**src/ipep_pkg.sv**
```systemverilog
// Shared types and constants for the IPv4 endpoint text parser.
// No dependencies; every other file of the block imports this package.
`default_nettype none

package ipep_pkg;

   // Character codes that the parser recognizes.
   localparam logic [7:0] CH_ZERO  = 8'h30;
   localparam logic [7:0] CH_NINE  = 8'h39;
   localparam logic [7:0] CH_DOT   = 8'h2E;
   localparam logic [7:0] CH_COLON = 8'h3A;
   localparam logic [7:0] CH_STAR  = 8'h2A;

   // The "unix:" prefix and the length at which a match rejects the string.
   localparam int UNIX_TAG_LEN    = 5;
   localparam int UNIX_REJECT_LEN = UNIX_TAG_LEN + 1;

   // Saturation points and limits of the parse state.
   localparam int CHAR_COUNT_MAX = 7;
   localparam int HOST_LEN_MAX   = 2;
   localparam int DOT_COUNT_MAX  = 7;
   localparam int DOT_COUNT_REQ  = 3;
   localparam int OCTET_MAX      = 255;
   localparam int OCTET_SAT      = 256;
   localparam int PORT_MAX       = 65535;
   localparam int PORT_SAT       = 65536;

   // Depth of the queue between front and back.
   localparam int QUEUE_DEPTH = 4;
   localparam int QUEUE_AW    = $clog2(QUEUE_DEPTH);

   typedef enum logic [3:0] {
      ERR_NONE           = 4'd0,
      ERR_EMPTY          = 4'd1,
      ERR_UNIX           = 4'd2,
      ERR_BAD_PORT       = 4'd3,
      ERR_NEED_HOST      = 4'd4,
      ERR_NO_PORT        = 4'd5,
      ERR_NO_HOST        = 4'd6,
      ERR_STAR_NO_LISTEN = 4'd7,
      ERR_BAD_IP         = 4'd8
   } ipep_err_type;

   // One classified beat as it travels from the front to the back.
   typedef struct packed {
      logic       end_req;
      logic       is_digit;
      logic [3:0] digit;
      logic       is_dot;
      logic       is_colon;
      logic       is_star;
      logic       tag_miss;
   } ipep_item_type;

   function automatic logic [7:0] unix_tag_char(input logic [2:0] pos);
      logic [7:0] c;
      case (pos)
         3'd0:    c = 8'h75;  // u
         3'd1:    c = 8'h6E;  // n
         3'd2:    c = 8'h69;  // i
         3'd3:    c = 8'h78;  // x
         3'd4:    c = 8'h3A;  // :
         default: c = 8'h00;
      endcase
      return c;
   endfunction

endpackage

`default_nettype wire

```
**src/ipep_front.sv**
```systemverilog
// Front end of the endpoint parser: accepts input beats and classifies each character.
// Depends on ipep_pkg; feeds ipep_queue.
`default_nettype none

module ipep_front
   import ipep_pkg::*;
(
   input  wire logic          clock,
   input  wire logic          reset,
   input  wire logic          req_valid,
   input  wire logic [7:0]    req_ch,
   input  wire logic          req_end_req,
   input  wire logic          queue_full,
   output logic               req_stall,
   output logic               push,
   output ipep_item_type      push_item
);

   // Position within the string, saturating once past the prefix.
   logic [2:0] pos_ff;
   logic [2:0] pos_in;

   assign req_stall = queue_full;
   assign push      = req_valid && !queue_full;

   always_comb begin
      push_item          = '0;
      push_item.end_req  = req_end_req;
      push_item.is_digit = req_ch inside {[CH_ZERO:CH_NINE]};
      push_item.digit    = 4'(req_ch - CH_ZERO);
      push_item.is_dot   = (req_ch == CH_DOT);
      push_item.is_colon = (req_ch == CH_COLON);
      push_item.is_star  = (req_ch == CH_STAR);
      push_item.tag_miss = (pos_ff < 3'(UNIX_TAG_LEN)) && (req_ch != unix_tag_char(pos_ff));
   end

   always_comb begin
      pos_in = pos_ff;
      if (push) begin
         if (req_end_req) begin
            pos_in = '0;
         end else if (pos_ff < 3'(UNIX_TAG_LEN)) begin
            pos_in = pos_ff + 3'd1;
         end
      end
   end

   always_ff @(posedge clock) begin
      if (reset) begin
         pos_ff <= '0;
      end else begin
         pos_ff <= pos_in;
      end
   end

endmodule

`default_nettype wire

```
**src/ipep_queue.sv**
```systemverilog
// Short queue of classified beats between the front and the back of the parser.
// Depends on ipep_pkg for the item type and the depth.
`default_nettype none

module ipep_queue
   import ipep_pkg::*;
(
   input  wire logic          clock,
   input  wire logic          reset,
   input  wire logic          push,
   input  wire ipep_item_type push_item,
   input  wire logic          pop,
   output logic               full,
   output logic               nonempty,
   output ipep_item_type      head_item
);

   ipep_item_type           slot_ff [QUEUE_DEPTH];
   logic [QUEUE_AW-1:0]     wr_ptr_ff, wr_ptr_in;
   logic [QUEUE_AW-1:0]     rd_ptr_ff, rd_ptr_in;
   logic [QUEUE_AW:0]       count_ff, count_in;

   assign full      = (count_ff == (QUEUE_AW+1)'(QUEUE_DEPTH));
   assign nonempty  = (count_ff != '0);
   assign head_item = slot_ff[rd_ptr_ff];

   always_comb begin
      wr_ptr_in = push ? wr_ptr_ff + 1'b1 : wr_ptr_ff;
      rd_ptr_in = pop  ? rd_ptr_ff + 1'b1 : rd_ptr_ff;
      count_in  = count_ff;
      if (push && !pop) begin
         count_in = count_ff + 1'b1;
      end else if (pop && !push) begin
         count_in = count_ff - 1'b1;
      end
   end

   always_ff @(posedge clock) begin
      if (reset) begin
         wr_ptr_ff <= '0;
         rd_ptr_ff <= '0;
         count_ff  <= '0;
      end else begin
         wr_ptr_ff <= wr_ptr_in;
         rd_ptr_ff <= rd_ptr_in;
         count_ff  <= count_in;
      end
   end

   always_ff @(posedge clock) begin
      if (push) begin
         slot_ff[wr_ptr_ff] <= push_item;
      end
   end

   a_count_bound: assert property (@(posedge clock) disable iff (reset)
      count_ff <= (QUEUE_AW+1)'(QUEUE_DEPTH))
      else $error("queue count beyond depth");

   a_pop_drains: assert property (@(posedge clock) disable iff (reset)
      pop && !push |=> count_ff == $past(count_ff) - 1'b1)
      else $error("queue count did not drop on pop");

endmodule

`default_nettype wire

```
**src/ipep_back.sv**
```systemverilog
// Back end of the endpoint parser: holds the parse state, applies each classified
// beat and registers the result on a terminator. Depends on ipep_pkg.
`default_nettype none

module ipep_back
   import ipep_pkg::*;
(
   input  wire logic          clock,
   input  wire logic          reset,
   input  wire logic          csr_write_enable,
   input  wire logic          csr_write_data,
   input  wire logic          queue_nonempty,
   input  wire ipep_item_type head_item,
   output logic               pop,
   output logic               rsp_valid,
   input  wire logic          rsp_stall,
   output logic               rsp_ok,
   output logic [3:0]         rsp_error_code,
   output logic [31:0]        rsp_ip_address,
   output logic [15:0]        rsp_port_number,
   output logic               rsp_wildcard_host
);

   logic        listen_mode_ff;
   logic [2:0]  char_count_ff,    char_count_in;
   logic        prefix_match_ff,  prefix_match_in;
   logic        seen_colon_ff,    seen_colon_in;
   logic [1:0]  host_length_ff,   host_length_in;
   logic        host_is_star_ff,  host_is_star_in;
   logic [8:0]  octet_value_ff,   octet_value_in;
   logic [2:0]  dot_count_ff,     dot_count_in;
   logic [31:0] address_accum_ff, address_accum_in;
   logic        host_bad_ff,      host_bad_in;
   logic [16:0] port_accum_ff,    port_accum_in;
   logic        port_bad_ff,      port_bad_in;
   logic        port_digits_ff,   port_digits_in;

   logic        rsp_valid_ff;
   logic        rsp_ok_ff;
   logic [3:0]  rsp_error_code_ff;
   logic [31:0] rsp_ip_address_ff;
   logic [15:0] rsp_port_number_ff;
   logic        rsp_wildcard_host_ff;

   logic        slot_free;
   logic        load_result;
   logic [11:0] octet_next;
   logic [19:0] port_next;
   logic [31:0] address_full;
   logic        port_ok;
   ipep_err_type err;
   logic [31:0] res_ip;
   logic [15:0] res_port;
   logic        res_wild;

   // Character beats never produce a result, so only a terminator waits for the output slot.
   assign slot_free   = !rsp_valid_ff || !rsp_stall;
   assign pop         = queue_nonempty && (!head_item.end_req || slot_free);
   assign load_result = pop && head_item.end_req;

   assign octet_next   = 12'(octet_value_ff) * 12'd10 + 12'(head_item.digit);
   assign port_next    = 20'(port_accum_ff) * 20'd10 + 20'(head_item.digit);
   assign address_full = {address_accum_ff[23:0], octet_value_ff[7:0]};

   // Next parse state.
   always_comb begin
      char_count_in    = char_count_ff;
      prefix_match_in  = prefix_match_ff;
      seen_colon_in    = seen_colon_ff;
      host_length_in   = host_length_ff;
      host_is_star_in  = host_is_star_ff;
      octet_value_in   = octet_value_ff;
      dot_count_in     = dot_count_ff;
      address_accum_in = address_accum_ff;
      host_bad_in      = host_bad_ff;
      port_accum_in    = port_accum_ff;
      port_bad_in      = port_bad_ff;
      port_digits_in   = port_digits_ff;

      if (pop) begin
         if (head_item.end_req) begin
            char_count_in    = '0;
            prefix_match_in  = 1'b1;
            seen_colon_in    = 1'b0;
            host_length_in   = '0;
            host_is_star_in  = 1'b0;
            octet_value_in   = '0;
            dot_count_in     = '0;
            address_accum_in = '0;
            host_bad_in      = 1'b0;
            port_accum_in    = '0;
            port_bad_in      = 1'b0;
            port_digits_in   = 1'b0;
         end else begin
            if (head_item.tag_miss) begin
               prefix_match_in = 1'b0;
            end
            if (char_count_ff < 3'(CHAR_COUNT_MAX)) begin
               char_count_in = char_count_ff + 3'd1;
            end

            if (seen_colon_ff || !head_item.is_colon) begin
               // Every character outside the colon split also feeds the port, so a bare
               // port needs no separate pass.
               if (head_item.is_digit) begin
                  port_accum_in  = (port_next > 20'(PORT_MAX)) ? 17'(PORT_SAT)
                                                               : port_next[16:0];
                  port_digits_in = 1'b1;
               end else begin
                  port_bad_in = 1'b1;
               end
            end else begin
               seen_colon_in  = 1'b1;
               port_accum_in  = '0;
               port_bad_in    = 1'b0;
               port_digits_in = 1'b0;
            end

            if (!seen_colon_ff && !head_item.is_colon) begin
               if (host_length_ff == '0) begin
                  host_is_star_in = head_item.is_star;
               end
               if (host_length_ff < 2'(HOST_LEN_MAX)) begin
                  host_length_in = host_length_ff + 2'd1;
               end
               if (head_item.is_digit) begin
                  if (octet_next > 12'(OCTET_MAX)) begin
                     host_bad_in    = 1'b1;
                     octet_value_in = 9'(OCTET_SAT);
                  end else begin
                     octet_value_in = octet_next[8:0];
                  end
               end else if (head_item.is_dot) begin
                  address_accum_in = address_full;
                  octet_value_in   = '0;
                  if (dot_count_ff < 3'(DOT_COUNT_MAX)) begin
                     dot_count_in = dot_count_ff + 3'd1;
                  end
               end else begin
                  host_bad_in = 1'b1;
               end
            end
         end
      end
   end

   // Result of the string closed by the terminator at the queue head.
   always_comb begin
      port_ok  = port_digits_ff && !port_bad_ff && (port_accum_ff != '0)
                 && (port_accum_ff <= 17'(PORT_MAX));
      err      = ERR_NONE;
      res_ip   = '0;
      res_port = '0;
      res_wild = 1'b0;
      if (char_count_ff == '0) begin
         err = ERR_EMPTY;
      end else if ((char_count_ff >= 3'(UNIX_REJECT_LEN)) && prefix_match_ff) begin
         err = ERR_UNIX;
      end else if (seen_colon_ff) begin
         if (!port_ok) begin
            err = ERR_BAD_PORT;
         end else if (host_length_ff == '0) begin
            err = ERR_NO_HOST;
         end else if ((host_length_ff == 2'd1) && host_is_star_ff) begin
            if (!listen_mode_ff) begin
               err = ERR_STAR_NO_LISTEN;
            end else begin
               res_wild = 1'b1;
               res_port = port_accum_ff[15:0];
            end
         end else if (host_bad_ff || (dot_count_ff != 3'(DOT_COUNT_REQ))
                      || (address_full == '1)) begin
            err = ERR_BAD_IP;
         end else begin
            res_ip   = address_full;
            res_port = port_accum_ff[15:0];
         end
      end else begin
         if (!listen_mode_ff) begin
            err = ERR_NEED_HOST;
         end else if (port_bad_ff || !port_digits_ff) begin
            err = ERR_NO_PORT;
         end else if (!port_ok) begin
            err = ERR_BAD_PORT;
         end else begin
            res_wild = 1'b1;
            res_port = port_accum_ff[15:0];
         end
      end
   end

   always_ff @(posedge clock) begin
      if (reset) begin
         listen_mode_ff   <= 1'b0;
         char_count_ff    <= '0;
         prefix_match_ff  <= 1'b1;
         seen_colon_ff    <= 1'b0;
         host_length_ff   <= '0;
         host_is_star_ff  <= 1'b0;
         octet_value_ff   <= '0;
         dot_count_ff     <= '0;
         address_accum_ff <= '0;
         host_bad_ff      <= 1'b0;
         port_accum_ff    <= '0;
         port_bad_ff      <= 1'b0;
         port_digits_ff   <= 1'b0;
         rsp_valid_ff     <= 1'b0;
      end else begin
         if (csr_write_enable) begin
            listen_mode_ff <= csr_write_data;
         end
         char_count_ff    <= char_count_in;
         prefix_match_ff  <= prefix_match_in;
         seen_colon_ff    <= seen_colon_in;
         host_length_ff   <= host_length_in;
         host_is_star_ff  <= host_is_star_in;
         octet_value_ff   <= octet_value_in;
         dot_count_ff     <= dot_count_in;
         address_accum_ff <= address_accum_in;
         host_bad_ff      <= host_bad_in;
         port_accum_ff    <= port_accum_in;
         port_bad_ff      <= port_bad_in;
         port_digits_ff   <= port_digits_in;
         if (load_result) begin
            rsp_valid_ff <= 1'b1;
         end else if (!rsp_stall) begin
            rsp_valid_ff <= 1'b0;
         end
      end
   end

   always_ff @(posedge clock) begin
      if (load_result) begin
         rsp_ok_ff            <= (err == ERR_NONE);
         rsp_error_code_ff    <= err;
         rsp_ip_address_ff    <= res_ip;
         rsp_port_number_ff   <= res_port;
         rsp_wildcard_host_ff <= res_wild;
      end
   end

   assign rsp_valid         = rsp_valid_ff;
   assign rsp_ok            = rsp_ok_ff;
   assign rsp_error_code    = rsp_error_code_ff;
   assign rsp_ip_address    = rsp_ip_address_ff;
   assign rsp_port_number   = rsp_port_number_ff;
   assign rsp_wildcard_host = rsp_wildcard_host_ff;

   a_clear_after_end: assert property (@(posedge clock) disable iff (reset)
      load_result |=> char_count_ff == '0 && !seen_colon_ff && prefix_match_ff
                      && port_accum_ff == '0)
      else $error("parse state not cleared after terminator");

   a_error_zero_fields: assert property (@(posedge clock) disable iff (reset)
      rsp_valid_ff && !rsp_ok_ff |-> rsp_ip_address_ff == '0 && rsp_port_number_ff == '0
                                     && !rsp_wildcard_host_ff)
      else $error("error result carries nonzero fields");

   a_ok_matches_code: assert property (@(posedge clock) disable iff (reset)
      rsp_valid_ff |-> rsp_ok_ff == (rsp_error_code_ff == ERR_NONE))
      else $error("ok flag disagrees with error code");

endmodule

`default_nettype wire

```
**src/ipv4_endpoint_text_parser.sv**
```systemverilog
// Top level of the IPv4 endpoint text parser: front classifier, beat queue and back parser.
// Depends on ipep_pkg, ipep_front, ipep_queue and ipep_back.
//
// Usage: the string "host:port", a bare "port" or "*:port" arrives on the req_ channel
// one character per beat (req_ch); a beat with req_end_req high closes it. Only that
// terminator beat yields one beat on the rsp_ channel with ok, an error code, the
// address (first octet in the top byte), the port and a wildcard flag. Character beats
// produce nothing on rsp_.
// The csr_ port holds the single listen-mode bit, written whenever csr_write_enable is
// high; write it only while no string is in flight.
// Throughput is one beat per cycle while the queue has room: the front classifies a
// character in the cycle it is accepted and writes it into a four-entry queue, and the
// back consumes one queued beat per cycle, bar a waiting terminator, with a constant
// multiply-by-ten and flag updates. With the queue empty and no stall, the back pops an
// accepted terminator in the next cycle and raises rsp_valid at the following edge.
// When rsp_stall holds a result, the back keeps consuming character beats of the next
// string; only the next terminator waits, and req_stall rises once the queue is full.
// Reset (synchronous, active high) empties the queue, drops rsp_valid, clears the parse
// state and sets listen mode off.
`default_nettype none

module ipv4_endpoint_text_parser
   import ipep_pkg::*;
(
   input  wire logic          clock,
   input  wire logic          reset,
   input  wire logic          csr_write_enable,
   input  wire logic          csr_write_data,
   input  wire logic          req_valid,
   output logic               req_stall,
   input  wire logic [7:0]    req_ch,
   input  wire logic          req_end_req,
   output logic               rsp_valid,
   input  wire logic          rsp_stall,
   output logic               rsp_ok,
   output logic [3:0]         rsp_error_code,
   output logic [31:0]        rsp_ip_address,
   output logic [15:0]        rsp_port_number,
   output logic               rsp_wildcard_host
);

   logic          push;
   ipep_item_type push_item;
   logic          queue_full;
   logic          queue_nonempty;
   ipep_item_type head_item;
   logic          pop;

   // The front classifies and counts prefix characters; other parse state lives in the back.
   ipep_front u_front (
      .clock       (clock),
      .reset       (reset),
      .req_valid   (req_valid),
      .req_ch      (req_ch),
      .req_end_req (req_end_req),
      .queue_full  (queue_full),
      .req_stall   (req_stall),
      .push        (push),
      .push_item   (push_item)
   );

   ipep_queue u_queue (
      .clock     (clock),
      .reset     (reset),
      .push      (push),
      .push_item (push_item),
      .pop       (pop),
      .full      (queue_full),
      .nonempty  (queue_nonempty),
      .head_item (head_item)
   );

   // The back owns the output register, so a stalled result never blocks character beats.
   ipep_back u_back (
      .clock             (clock),
      .reset             (reset),
      .csr_write_enable  (csr_write_enable),
      .csr_write_data    (csr_write_data),
      .queue_nonempty    (queue_nonempty),
      .head_item         (head_item),
      .pop               (pop),
      .rsp_valid         (rsp_valid),
      .rsp_stall         (rsp_stall),
      .rsp_ok            (rsp_ok),
      .rsp_error_code    (rsp_error_code),
      .rsp_ip_address    (rsp_ip_address),
      .rsp_port_number   (rsp_port_number),
      .rsp_wildcard_host (rsp_wildcard_host)
   );

endmodule

`default_nettype wire

```
**config.mk**
```make
export PLATFORM = sky130hd
export DESIGN_NAME = ipv4_endpoint_text_parser
export DESIGN_NICKNAME = d
export VERILOG_FILES = /design/src/ipep_pkg.sv /design/src/ipep_front.sv /design/src/ipep_queue.sv /design/src/ipep_back.sv /design/src/ipv4_endpoint_text_parser.sv
export SDC_FILE = /design/constraint.sdc
export NUM_CORES = 1
export LEC_CHECK = 0
export ABC_AREA = 1
export BUFFER_PORTS_ARGS = -buffer_cell sky130_fd_sc_hd__buf_2
export CORE_AREA = 8 8 144 146
export DETAILED_ROUTE_END_ITERATION = 10
export DIE_AREA = 0 0 152 154
export PLACE_DENSITY = 0.77
export SYNTH_ARGS = -nofsm -noshare
export SYNTH_HDL_FRONTEND = slang
export SYNTH_HIERARCHICAL = 1
export SYNTH_SLANG_ARGS = --single-unit
export TNS_END_PERCENT = 5
```
**constraint.sdc**
```tcl
create_clock -name clock -period 4.8 [get_ports clock]
set_input_delay 0.96 -clock clock [delete_from_list [all_inputs] [get_ports clock]]
set_output_delay 0.96 -clock clock [all_outputs]
set_load 0.005 [all_outputs]
```
### Word-level counts from Yosys, hierarchy flattened

Memory sizes are Yosys's and may differ from the RTL's. A register that Yosys moved wholly into a read port is not among the register bits.
Cells that the tools add are included.

* register bits after elaboration: 130
* bits in writable memories: 40
* output and inout bits: 56
* memories: 1
* word-level logic and storage cells: 207
* bits of input ports: 15

Memories
* u_queue.slot_ff: depth 4, bits a word 10, rd ports 1, clocked after Yosys merged registers in 1, wr ports 1, line ipep_queue.sv:18 `ipep_item_type slot_ff [QUEUE_DEPTH];`

* $lt $le $gt $ge: 10
* multiplexer cells: 80
* equality and inequality tests: 19
* add/sub/neg operators: 11
* reduce and logical (&&, ||, !) cells: 59
* multipliers: 2
* bitwise operators: 2

Operator list (count)
* $mux 16: 9
* $mux 24: 4
* $mux 17: 4
* $mux 9: 5
* $mux 3: 12
* $mux 4: 9
* $pmux 7 s5: 1
* $eq 32x32->1 const B: 1
* $mux 1: 30
* $eq 8x6->1 const B: 3
* $add 20x4->20: 1
* $gt 20x16->1 const B: 1
* $mul 17x3->19 const B: 1
* $reduce_bool 2->1: 9
* $le 17x16->1 const B: 1
* $reduce_bool 17->1: 1
* $logic_and 1x1->1: 13
* $add 12x4->12: 1
* $add 3x1->3 const B: 4
* $gt 12x8->1 const B: 1
* $mux 2: 6
* $reduce_and 2->1: 6
* $mul 9x3->11 const B: 1
* $logic_not 1->1: 10
* other kinds (27): 49

### Logic depth before layout (Yosys ltp)

Gate-level depths: netlist of the first run.

* word-level depth: 11
* gate-level depth with buffers: 21
* mapped depth without buffers: 19

### Hierarchy

Netlist of the first run, hierarchy kept.

By module, submodules not included
* ipep_back: times used 1, cells each 972, area an instance 7533.5 µm², sequential area each 2942.8 µm²
* ipep_queue: times used 1, cells each 156, area an instance 1943.1 µm², sequential area each 1381.3 µm²
* ipep_front: times used 1, cells each 96, area an instance 510.5 µm², sequential area each 60.1 µm²

### Worst setup path before layout of the first run

No wires, ideal clock.

* path type: input-to-reg
* start: in rsp_stall
* end: reg u_back.octet_value_ff[4]
* path buffers: 0
* required time: 4.729 ns
* stages: 9
* slack: -0.046 ns
* arrival time: 4.775 ns
* setup time: 0.071 ns
* cell sequence: nand2_1 > o21ai_1 > nor2_1 > nor2_1 > a21oi_2 > inv_2 > nor3b_1 > nand3_1 > a21oi_1

* cells in the longest elaborated chain, start to end: 5

Ends and longest elaborated chain
* start, declared: line ipv4_endpoint_text_parser.sv:34 `input wire logic rsp_stall,`
* $logic_not 1->1: line ipep_back.sv:57 `assign slot_free = !rsp_valid_ff || !rsp_stall;`
* $logic_or 1x1->1: line ipep_back.sv:57
* $logic_or 1x1->1: line ipep_back.sv:58 `assign pop = queue_nonempty && (!head_item.end_req || slot_free);`
* $logic_and 1x1->1: line ipep_back.sv:58
* $reduce_and 3->1 (no line)
* end signal, assigned: line ipep_back.sv:217 `octet_value_ff <= octet_value_in;`
* end, declared: line ipep_back.sv:30 `logic [8:0] octet_value_ff, octet_value_in;`

Every way passes these cells.
A chain may end at the register's enable or synchronous reset.

==> impl_results.md, run 1 <==
- Status: finished, final reports clean
- RePlAce Congestion: roughly 0.93
- Pwr Total: roughly 6.1 mW
- Setup WS pre-CTS: 898.2 ps
- DR iter-0 viols: approximately 650
- Final hold viol count: 0
- Worst Setup Slack, final: 617.5 ps
- Drc violations: 0
- Max-cap violations: 0
- Global Route met2 Usage: a little under a third
- First-pass GRT wire length: ~37,000 um
- Worst hold margin: 445.8 ps
- Synth Net Count: 1,310
- Vert. Die Dim: 154 um
- Total I/O pin count: slightly above 70
- Wire per inst: roughly 15 um
- Post-synth top area share: roughly 28%
- DR vias: between 8,000 and 9,000
- Global route overflow: 0
- Share of layout cells above drive strength 1: ~14%
- Die area: 23,410 um2
- Crit path DAT: 4500 ps
- Htree depth: 4
- Vias in the first global route: ~8,000
- DRT antenna net count: 0
- # rows: 50
- Synth Warn #: 6
- CP max FO: 48
- Crit share post-route: 87.14%
- Initial antenna violation count: 0
- Max_slew headroom: around 45%
- Mean number of vias per cell: roughly 5.5
- Ant. Diodes: 0
- Core Region: 18,460 um2
- CTS Sinks: 172
- Yosys reg bits: about 170
- Final nets: approximately 1,400
- Post-Route WL: 22,250 um
- Met1 usage: about a quarter
- Clock skew: about 12 ps
- Mean Syn Cell Area: 8.159 um2
- RSZ-0062 raised after global routing: false
- PD cells: 551.4 nW/um2
- Largest net degree at the start of global routing: 56
- Global Route met3 Usage: roughly 3.3%
- HP Class: reg -> reg
- Setup violators final: 0
- Post-CTS Hold Buffers: 0
- Die Width: ~150 um
- DRT Pass-1 Iters: 5
- Synth top cells by count: 247 x nand2_1, 153 x inv_1, 134 x nor2_1
- Final worst path period need: 4183 ps
- Cells after Synth: between 1,000 and 1,500
- Number of fill cells: around 1,600
- Top cells by area, synth: edfxtp_1 28%, dfxtp_1 16%, nand2_1 9.3%
- Buffer count from post-CTS setup fixing: 0
- Post-synth ARST share: 0%
- Max Fclk: 239.1 MHz
- I/O Buffers: 70
- Final max-slew violation count: 0
- Worst-case clock buffer depth: 2
- Most common cell in the synthesized netlist: nand2_1
- Lkg Pwr: 4.852 nW
- Yosys top cell by area: edfxtp_1
- Tot GR Track Use: between 10% and 20%
- Setup TNS: 0 ps
- CTS tree: yes
- Final core utilization: 59.51%
- Setup crit start kind: register
- Clock Latency Late Sink: ~430 ps
- Peak VDD IR: around 0.54 mV
- Worst EP required: approximately 5100 ps
- Post-synth EDFFs: between 90 and 100
- Yosys cell types: 46
- CP Capture Type: register
- Register area share after synthesis: a little over two fifths
- Top Usage Layer GRT: met2
- Clk root buf: clkbuf_16
- Worst-Margin Slew: between 800 and 900 ps
- Ys flop type: edfxtp_1
- Critical path type: reg -> reg
- Post-DP HPWL: roughly 16,000 um
- Mapped cell area: 9987 um2
- Resize count post-CTS: 0
- Clock transition at the registers of the reported paths: 70 ps
- CTS buffer count: 17
- Layout area overhead: 9.960%
- Initial core utilization: between 50% and 60%
[registers in the layout, indices dropped and copies added (netlist names), 4 cells and up, named ones only]
signal                   flops
u_back/address_accum_ff     24
u_back/rsp_port_number      16
u_queue/slot_ff             40
u_back/rsp_ip_address       32
u_back/rsp_error_code        4
u_back/octet_value_ff        9
u_back/port_accum_ff        17
[kinds of logic (layout without fill, tap and decap cells)]
family          after synthesis  in the layout  synth area share (%)
flops                       172            172                 43.90
xor+xnor                     10             10                0.9521
compound gates              204            204                 11.74
buf+inv                     210            278                 8.970
simple gates                557            557                 25.17
fa+ha+maj                    71             71                 9.271
[worst paths after layout]
path                                           from                                       to  slack, ps  cells past startpoint
setup / recovery                           register  u_back/address_accum_ff[8]$_SDFFE_PP0P_        620                     11
hold / removal    u_queue/rd_ptr_ff[1]$_SDFFE_PP0P_        u_queue/rd_ptr_ff[1]$_SDFFE_PP0P_        450                      1
setup reg to reg                           register  u_back/address_accum_ff[8]$_SDFFE_PP0P_        620                     11
hold reg to reg   u_queue/rd_ptr_ff[1]$_SDFFE_PP0P_        u_queue/rd_ptr_ff[1]$_SDFFE_PP0P_        450                      1
[power breakdown]
group / switching, mW / total (mW) / internal [mW]
registers: 0.252 / 2.29 / 2.04
clock network: 0.565 / 1.31 / 0.747
logic: 1.66 / 2.45 / 0.787
[layer usage]
| metal | part of all wire (%) | up-vias |
|---|---|---|
| met2 | 46 | 244 |
| met5 | 0 | - |
| met1 | 47 | 3862 |
| met3 | 5.4 | 32 |
| li1 | - | 4214 |
| met4 | 1.7 | 0 |
[worst max-delay path, cell delays in order, from the launching register on]
cell and delay [ps]:
dfxtp_1 520, inv_2 370, nor2_1 70, o22ai_1 580, inv_2 460, o21ai_1 550, nor2_1 140, nor2_1 260
nor3_2 80, inv_2 580, a21oi_1 150, a211oi_1 280
[cell type report]
type                            count  area [um2]  share of cell area [%]
Sequential cell                   172        4384                   39.92
Timing Repair Buffer               73       372.9                   3.395
Inverter                          173       649.4                   5.913
Multi-Input combinational cell    842        4715                   42.93
Tap cell                          234       292.8                   2.666
Clock buffer                       20       456.7                   4.159
Clock inverter                     12       111.4                   1.014
[metrics by stage]
step,cells,cell area [um2]
2_1_floorplan,1224,9990
3_3_place_gp,1494,10410
3_5_place_dp,1494,10410
4_1_cts,1526,10980
5_1_grt,1526,10980
6_report,1526,10980
[cells in the final DEF (no fill, tap or decap), drive strengths merged]
cell type / n
inv: 174
clkinv: 9
fa: 5
nor3: 7
dfxtp: 78
nor2: 143
a32oi: 1
xnor2: 4
ha: 66
a211oi: 26
nand4: 24
a31oi: 6
edfxtp: 94
buf: 73
bufinv: 1
clkbuf: 20
xor2: 6
or2: 2
nor3b: 2
o21bai: 1
nand2b: 1
o211ai: 2
a21boi: 1
o31ai: 1
o22ai: 11
nand3b: 1
a21oi: 110
and2: 2
nor4: 4
o21ai: 45
clkinvlp: 1
nand2: 266
nand3: 105
(Power assumes the default switching activity.)
==> run 2: changes to the inputs <==
--- a/config.mk
+++ b/config.mk
@@ -10,7 +10,7 @@
 export CORE_AREA = 8 8 144 146
 export DETAILED_ROUTE_END_ITERATION = 10
 export DIE_AREA = 0 0 152 154
-export PLACE_DENSITY = 0.77
+export PLACE_DENSITY = 0.76
 export SYNTH_ARGS = -nofsm -noshare
 export SYNTH_HDL_FRONTEND = slang
 export SYNTH_HIERARCHICAL = 1
==> impl_results.md, run 2 (synthesized netlist as in run 1, its figures left out) <==
- Status: finished, final reports clean
- Peak VDD IR: 0.3873 mV (-28%)
- Max_slew headroom: 45.23% (+0.16 points)
- CP max FO: 48 (unchanged)
- Vert. Die Dim: 154 um (unchanged)
- DRT Pass-1 Iters: 5 (unchanged)
- Worst hold margin: 445.4 ps (-0.4220 ps)
- Vias in the first global route: 7,570 (-2.7%)
- Worst-Margin Slew: 818.6 ps (-2.397 ps)
- Post-Route WL: 21,850 um (-1.8%)
- Initial antenna violation count: 0 (unchanged)
- Critical path type: reg -> reg
- Worst EP required: 5110 ps (about the same)
- Initial core utilization: 54.12% (unchanged)
- Clock Latency Late Sink: 430 ps (about the same)
- Die area: 23,410 um2 (unchanged)
- Design area: 11,010 um2 (+0.29%)
- Area of placed instances: 10,410 um2 (unchanged)
- CTS buffer count: 17 (unchanged)
- Total I/O pin count: 71 (unchanged)
- Final worst path period need: 4163 ps (-19.77 ps)
- Resize count post-CTS: 0 (unchanged)
- Clock transition at the registers of the reported paths: 70 ps (about the same)
- Clk root buf: clkbuf_16
- Reg2Reg Depth: 11 (unchanged)
- Setup violators final: 0 (unchanged)
- Final nets: 1,365 (unchanged)
- Final hold viol count: 0 (unchanged)
- I/O Buffers: 70 (unchanged)
- Sw Share: 40.98% (about the same)
- Lkg Pwr: 4.860 nW (+0.15%)
- Share of layout cells above drive strength 1: 14.24% (+0.15 points)
- Max reg flops: 40 (unchanged)
- Crit path DAT: 4470 ps (-30 ps)
- Max-cap violations: 0 (unchanged)
- Tot GR Track Use: 18.67% (-0.33 points)
- Buffer count from post-CTS setup fixing: 0 (unchanged)
- Drc violations: 0 (unchanged)
- Layout area overhead: 10.27%
- CP Capture Type: register
- Clk pwr share: 22.4% (+0.7 points)
- Commonest non-fill, non-tap cell in the layout: nand2_1
- P_sw: 2.495 mW (+0.63%)
- Wire per inst: 14.32 um (-1.8%)
- CP Capture Point: u_back/address_accum_ff[22]$_SDFFE_PP0P_
- Setup TNS: 0 ps (unchanged)
- Sequential power share: 37.6% (-0.3 points)
- DRT antenna net count: 0 (unchanged)
- Die Width: 152 um (unchanged)
- Worst-case clock buffer depth: 2 (unchanged)
- RSZ-0062 raised after global routing: false
- Reg2Reg Setup Slack: 640 ps (+20 ps)
- Final max-slew violation count: 0 (unchanged)
- Mean number of vias per cell: 5.415 (-1.1%)
- Most frequent cells in the layout: 247 x nand2_1, 153 x inv_1, 133 x nor2_1, 97 x a21oi_1, 94 x edfxtp_1
- DR vias: 8,263 (-1.1%)
- PD cells: 552.8 nW/um2 (+0.25%)
- CTS tree: yes
- Max Fclk: 240.2 MHz (+0.48%)
- Global route overflow: 0 (unchanged)
- HP Class: reg -> reg
- CTS Sinks: 172 (unchanged)
- Post-CTS Hold Buffers: 0 (unchanged)
- Post-DP HPWL: 16,020 um (-1.4%)
- DR iter-0 viols: 627 (-3.8%)
- Core Region: 18,460 um2 (unchanged)
- # rows: 50 (unchanged)
- Top reg by flops: u_queue/slot_ff
- Largest net degree at the start of global routing: 56 (unchanged)
- Int Pwr: 3.593 mW (+0.48%)
- Combinational share of power: 40.0% (-0.5 points)
- Crit share post-route: 86.72% (-0.41 points)
- Htree depth: 4 (unchanged)
- Hold Path Origin: u_queue/rd_ptr_ff[1]$_SDFFE_PP0P_
- RePlAce Congestion: 0.9193 (-1.4%)
- Worst reg2reg endpoint: u_back/address_accum_ff[22]$_SDFFE_PP0P_
- Setup crit start kind: register
- Clock skew: 5.463 ps (-6.891 ps)
- First-pass GRT wire length: 36,360 um (-2.0%)
- Ant. Diodes: 0 (unchanged)
- Worst hold path depth: 1 (unchanged)
## run 2: changes by cell type in the layout (fill, tap and decap cells not counted), sizes merged
cell | previous run | this run
clkbuf | 20 | 18
clkinv | 9 | 5
clkinvlp | 1 | 3
inv | 174 | 178
## run 2: area by class of cell
type,instances,area (um2)
Clock buffer,18,450.4
Clock inverter,14,148.9
Fill cell,1579,7442
Inverter,173,649.4
Multi-Input combinational cell,842,4715
Sequential cell,172,4384
Tap cell,234,292.8
Timing Repair Buffer,73,372.9
## run 2: worst min-delay path by stage
stage                                        endpoint  slack, ps
global route                                 register        470
floorplan                                    register        410
detailed placement                           register        430
CTS                 u_queue/rd_ptr_ff[1]$_SDFFE_PP0P_        440
global placement                             register        430
finish              u_queue/rd_ptr_ff[1]$_SDFFE_PP0P_        450
## run 2: per-layer routing
| metal | wire [um] | vias up | GRT usage [%] |
|---|---|---|---|
| li1 | - | 4208 | - |
| met1 | 10220 | 3792 | 24.54 |
| met2 | 10050 | 230 | 30.42 |
| met3 | 1150 | 33 | 3.391 |
| met4 | 429 | 0 | 6.521 |
| met5 | 0 | - | 0 |
## run 2: critical path, stage by stage, from the launching register on
cell,delay (ps)
dfxtp_1,520
inv_2,370
o21ai_1,100
o22ai_1,530
inv_2,450
o21ai_1,590
nor2_1,150
nor2_1,250
nor3_2,90
inv_2,560
a21oi_1,110
a211oi_1,320
## run 2: power by group through the flow
stage | sequential [mW] | combinational [mW] | clock [mW]
after floorplan | 2.27 | 1.83 | 0
after global placement | 2.31 | 2.34 | 0
after detailed placement | 2.31 | 2.40 | 0
after CTS | 2.29 | 2.43 | 1.39
after global routing | 2.34 | 2.76 | 1.44
final | 2.29 | 2.44 | 1.36
## run 2: through the flow
step | util, % | setup slack, ps | power, mW | cells
detailed placement | 56.43 | 836.8 | 4.719 | 1494
floorplan | - | 974.5 | 4.103 | 1224
CTS | 59.67 | 681.0 | 6.111 | 1526
global route | 59.67 | 79.22 | 6.539 | 1526
finish | 59.67 | 637.2 | 6.088 | 1526
global placement | 56.43 | 1116 | 4.649 | 1494
==> run 3: changes to the inputs <==
--- a/config.mk
+++ b/config.mk
@@ -7,10 +7,11 @@
 export LEC_CHECK = 0
 export ABC_AREA = 1
 export BUFFER_PORTS_ARGS = -buffer_cell sky130_fd_sc_hd__buf_2
-export CORE_AREA = 8 8 144 146
+export CORE_AREA = 2 2 138 140
 export DETAILED_ROUTE_END_ITERATION = 10
-export DIE_AREA = 0 0 152 154
+export DIE_AREA = 0 0 140 142
 export PLACE_DENSITY = 0.76
+export SKIP_LAST_GASP = 1
 export SYNTH_ARGS = -nofsm -noshare
 export SYNTH_HDL_FRONTEND = slang
 export SYNTH_HIERARCHICAL = 1
==> impl_results.md, run 3 (synthesized netlist as in run 1, its figures left out) <==
- Die area: 19,880 um2 (-15%)
- Drc violations: 8 (+8)
- Max_slew headroom: 43.88% (-1.3 points)
- Clock Latency Late Sink: 430 ps (about the same)
- Clk root buf: clkbuf_16
- CTS tree: yes
- Worst EP required: 5120 ps (about the same)
- Ant. Diodes: 0 (unchanged)
- Final nets: 1,365 (unchanged)
- Post-CTS Hold Buffers: 0 (unchanged)
- Wire per inst: 14.13 um (-1.3%)
- Core Region: 18,460 um2 (unchanged)
- Crit path cell chain: inv_2 -> o21ai_1 -> o22ai_1 -> inv_2 -> o21ai_1 -> nor2_1 -> nor2_1 -> nor3_2 -> inv_2 -> a21oi_1 -> a211oi_1
- DRT antenna net count: 0 (unchanged)
- CP max stage delay: 570 ps (-20 ps)
- Hold Path Origin: u_queue/rd_ptr_ff[1]$_SDFFE_PP0P_
- # rows: 50 (unchanged)
- Most frequent cells in the layout: 247 x nand2_1, 153 x inv_1, 133 x nor2_1, 97 x a21oi_1, 94 x edfxtp_1
- Worst hold path depth: 1 (unchanged)
- Vert. Die Dim: 142 um (-7.8%)
- Setup TNS: 0 ps (unchanged)
- Share of layout cells above drive strength 1: 13.93% (-0.31 points)
- Die Width: 140 um (-7.9%)
- Reg2Reg Setup Slack: 760 ps (+120 ps)
- DR vias: 8,328 (+0.79%)
- Post-DP HPWL: 15,720 um (-1.9%)
- Worst hold margin: 457.1 ps (+11.62 ps)
- CP Capture Type: register
- Total I/O pin count: 71 (unchanged)
- Max reg flops: 40 (unchanged)
- HP Class: reg -> reg
- Mean number of vias per cell: 5.457 (+0.79%)
- CP max FO: 48 (unchanged)
- Setup WS pre-CTS: 869.2 ps (+32.39 ps)
- Initial core utilization: 54.12% (unchanged)
- Reg2Reg Depth: 11 (unchanged)
- Crit share post-route: 84.26% (-2.5 points)
- Largest net degree at the start of global routing: 56 (unchanged)
- Clock skew: 12.01 ps (+6.547 ps)
- Layout area overhead: 10.19% (about the same)
- Worst Setup Slack, final: 755.5 ps (+118.2 ps)
- DR iter-0 viols: 720 (+15%)
- Lkg Pwr: 4.858 nW (about the same)
- Max-cap violations: 0 (unchanged)
- Failing checks: design-rule violations
- CTS Sinks: 172 (unchanged)
- RePlAce Congestion: 0.9157 (-0.39%)
- Critical path type: reg -> reg
- Post-Route WL: 21,560 um (-1.3%)
- CP Buf/Inv Count: 3 (unchanged)
- Top reg by flops: u_queue/slot_ff
- Most used cell, CP: inv_2
- Resize count post-CTS: 0 (unchanged)
- DRT Pass-1 Iters: 10 (+5)
- First-pass GRT wire length: 35,620 um (-2.0%)
- Worst-case clock buffer depth: 2 (unchanged)
- Crit path DAT: 4370 ps (-100 ps)
- Final max-slew violation count: 0 (unchanged)
- Setup crit start kind: register
- Clock transition at the registers of the reported paths: 60 ps (about the same)
- Htree depth: 4 (unchanged)
- CTS buffer count: 17 (unchanged)
- Delay-heaviest family, CP: compound AO/OA/AOI/OAI gates
- Commonest non-fill, non-tap cell in the layout: nand2_1
- CP Depth: 11 (unchanged)
- Worst Hold Path EP: u_queue/rd_ptr_ff[1]$_SDFFE_PP0P_
- Buffer count from post-CTS setup fixing: 0 (unchanged)
- PD cells: 552.3 nW/um2 (about the same)
- Status: finished with violations
- Slowest cell on crit path: inv_2
- Vias in the first global route: 7,545 (-0.33%)
- Final worst path period need: 4045 ps (-118.3 ps)
- I/O Buffers: 70 (unchanged)
- Number of fill cells: 1,608 (+1.8%)
- Setup violators final: 0 (unchanged)
- Global route overflow: 0 (unchanged)
- Max Fclk: 247.2 MHz (+2.9%)
- Peak VDD IR: 0.4322 mV (+12%)
- Worst reg2reg endpoint: u_back/address_accum_ff[19]$_SDFFE_PP0P_
- Final hold viol count: 0 (unchanged)
- Initial antenna violation count: 0 (unchanged)
- Tot GR Track Use: 21.93% (+3.3 points)
- RSZ-0062 raised after global routing: false
- Worst-Margin Slew: 838.7 ps (+20.10 ps)
run 3: cell types whose count changed in the layout (fill, tap and decap cells not counted), moves of 2 or more:
| cell | delta |
|---|---|
| inv_6 | -3 |
| clkinvlp_4 | -2 |
| clkinv_4 | +3 |
| inv_8 | -3 |
| clkbuf_1 | +3 |
| clkbuf_8 | +3 |
run 3: final cells by class:
cell class	instances	area [um2]	area share [%]
multi-input cells	842	4715	42.84
flip-flops and latches	172	4384	39.84
inverters	173	649.4	5.901
clock buffers	23	478.0	4.343
repair buffers	73	372.9	3.388
well taps	234	292.8	2.661
clock inverters	9	112.6	1.023
run 3: worst max path at each step:
stage                     slack [ps]      start                                        to
after detailed placement         870   register  u_back/address_accum_ff[18]$_SDFFE_PP0P_
after global placement          1120   register          u_queue/count_ff[2]$_SDFFE_PP0P_
after floorplan                  970  rsp_stall     u_back/octet_value_ff[4]$_SDFFE_PP0P_
final                            760   register  u_back/address_accum_ff[19]$_SDFFE_PP0P_
after CTS                        820   register  u_back/address_accum_ff[19]$_SDFFE_PP0P_
after global routing             360   register  u_back/address_accum_ff[19]$_SDFFE_PP0P_
run 3: power breakdown:
group / internal (mW) / total [mW] / switching, mW
sequential: 2.04 / 2.29 / 0.252
clock: 0.811 / 1.37 / 0.555
combinational: 0.788 / 2.42 / 1.63
run 3: per-layer routing:
layer / GRT usage [%] / routed length (um)
met5: 0 / 0
met2: 35.75 / 9946
met3: 3.600 / 1077
met4: 7.762 / 526
met1: 29.92 / 10010
run 3: through the flow:
step / utilization (%) / cells / area, um2 / total power [mW]
6_report: 59.63 / 1526 / 11000 / 6.078
5_1_grt: 59.63 / 1526 / 11000 / 6.518
4_1_cts: 59.63 / 1526 / 11000 / 6.085
3_5_place_dp: 56.43 / 1494 / 10410 / 4.713
3_3_place_gp: 56.43 / 1494 / 10410 / 4.632
2_1_floorplan: - / 1224 / 9990 / 4.103
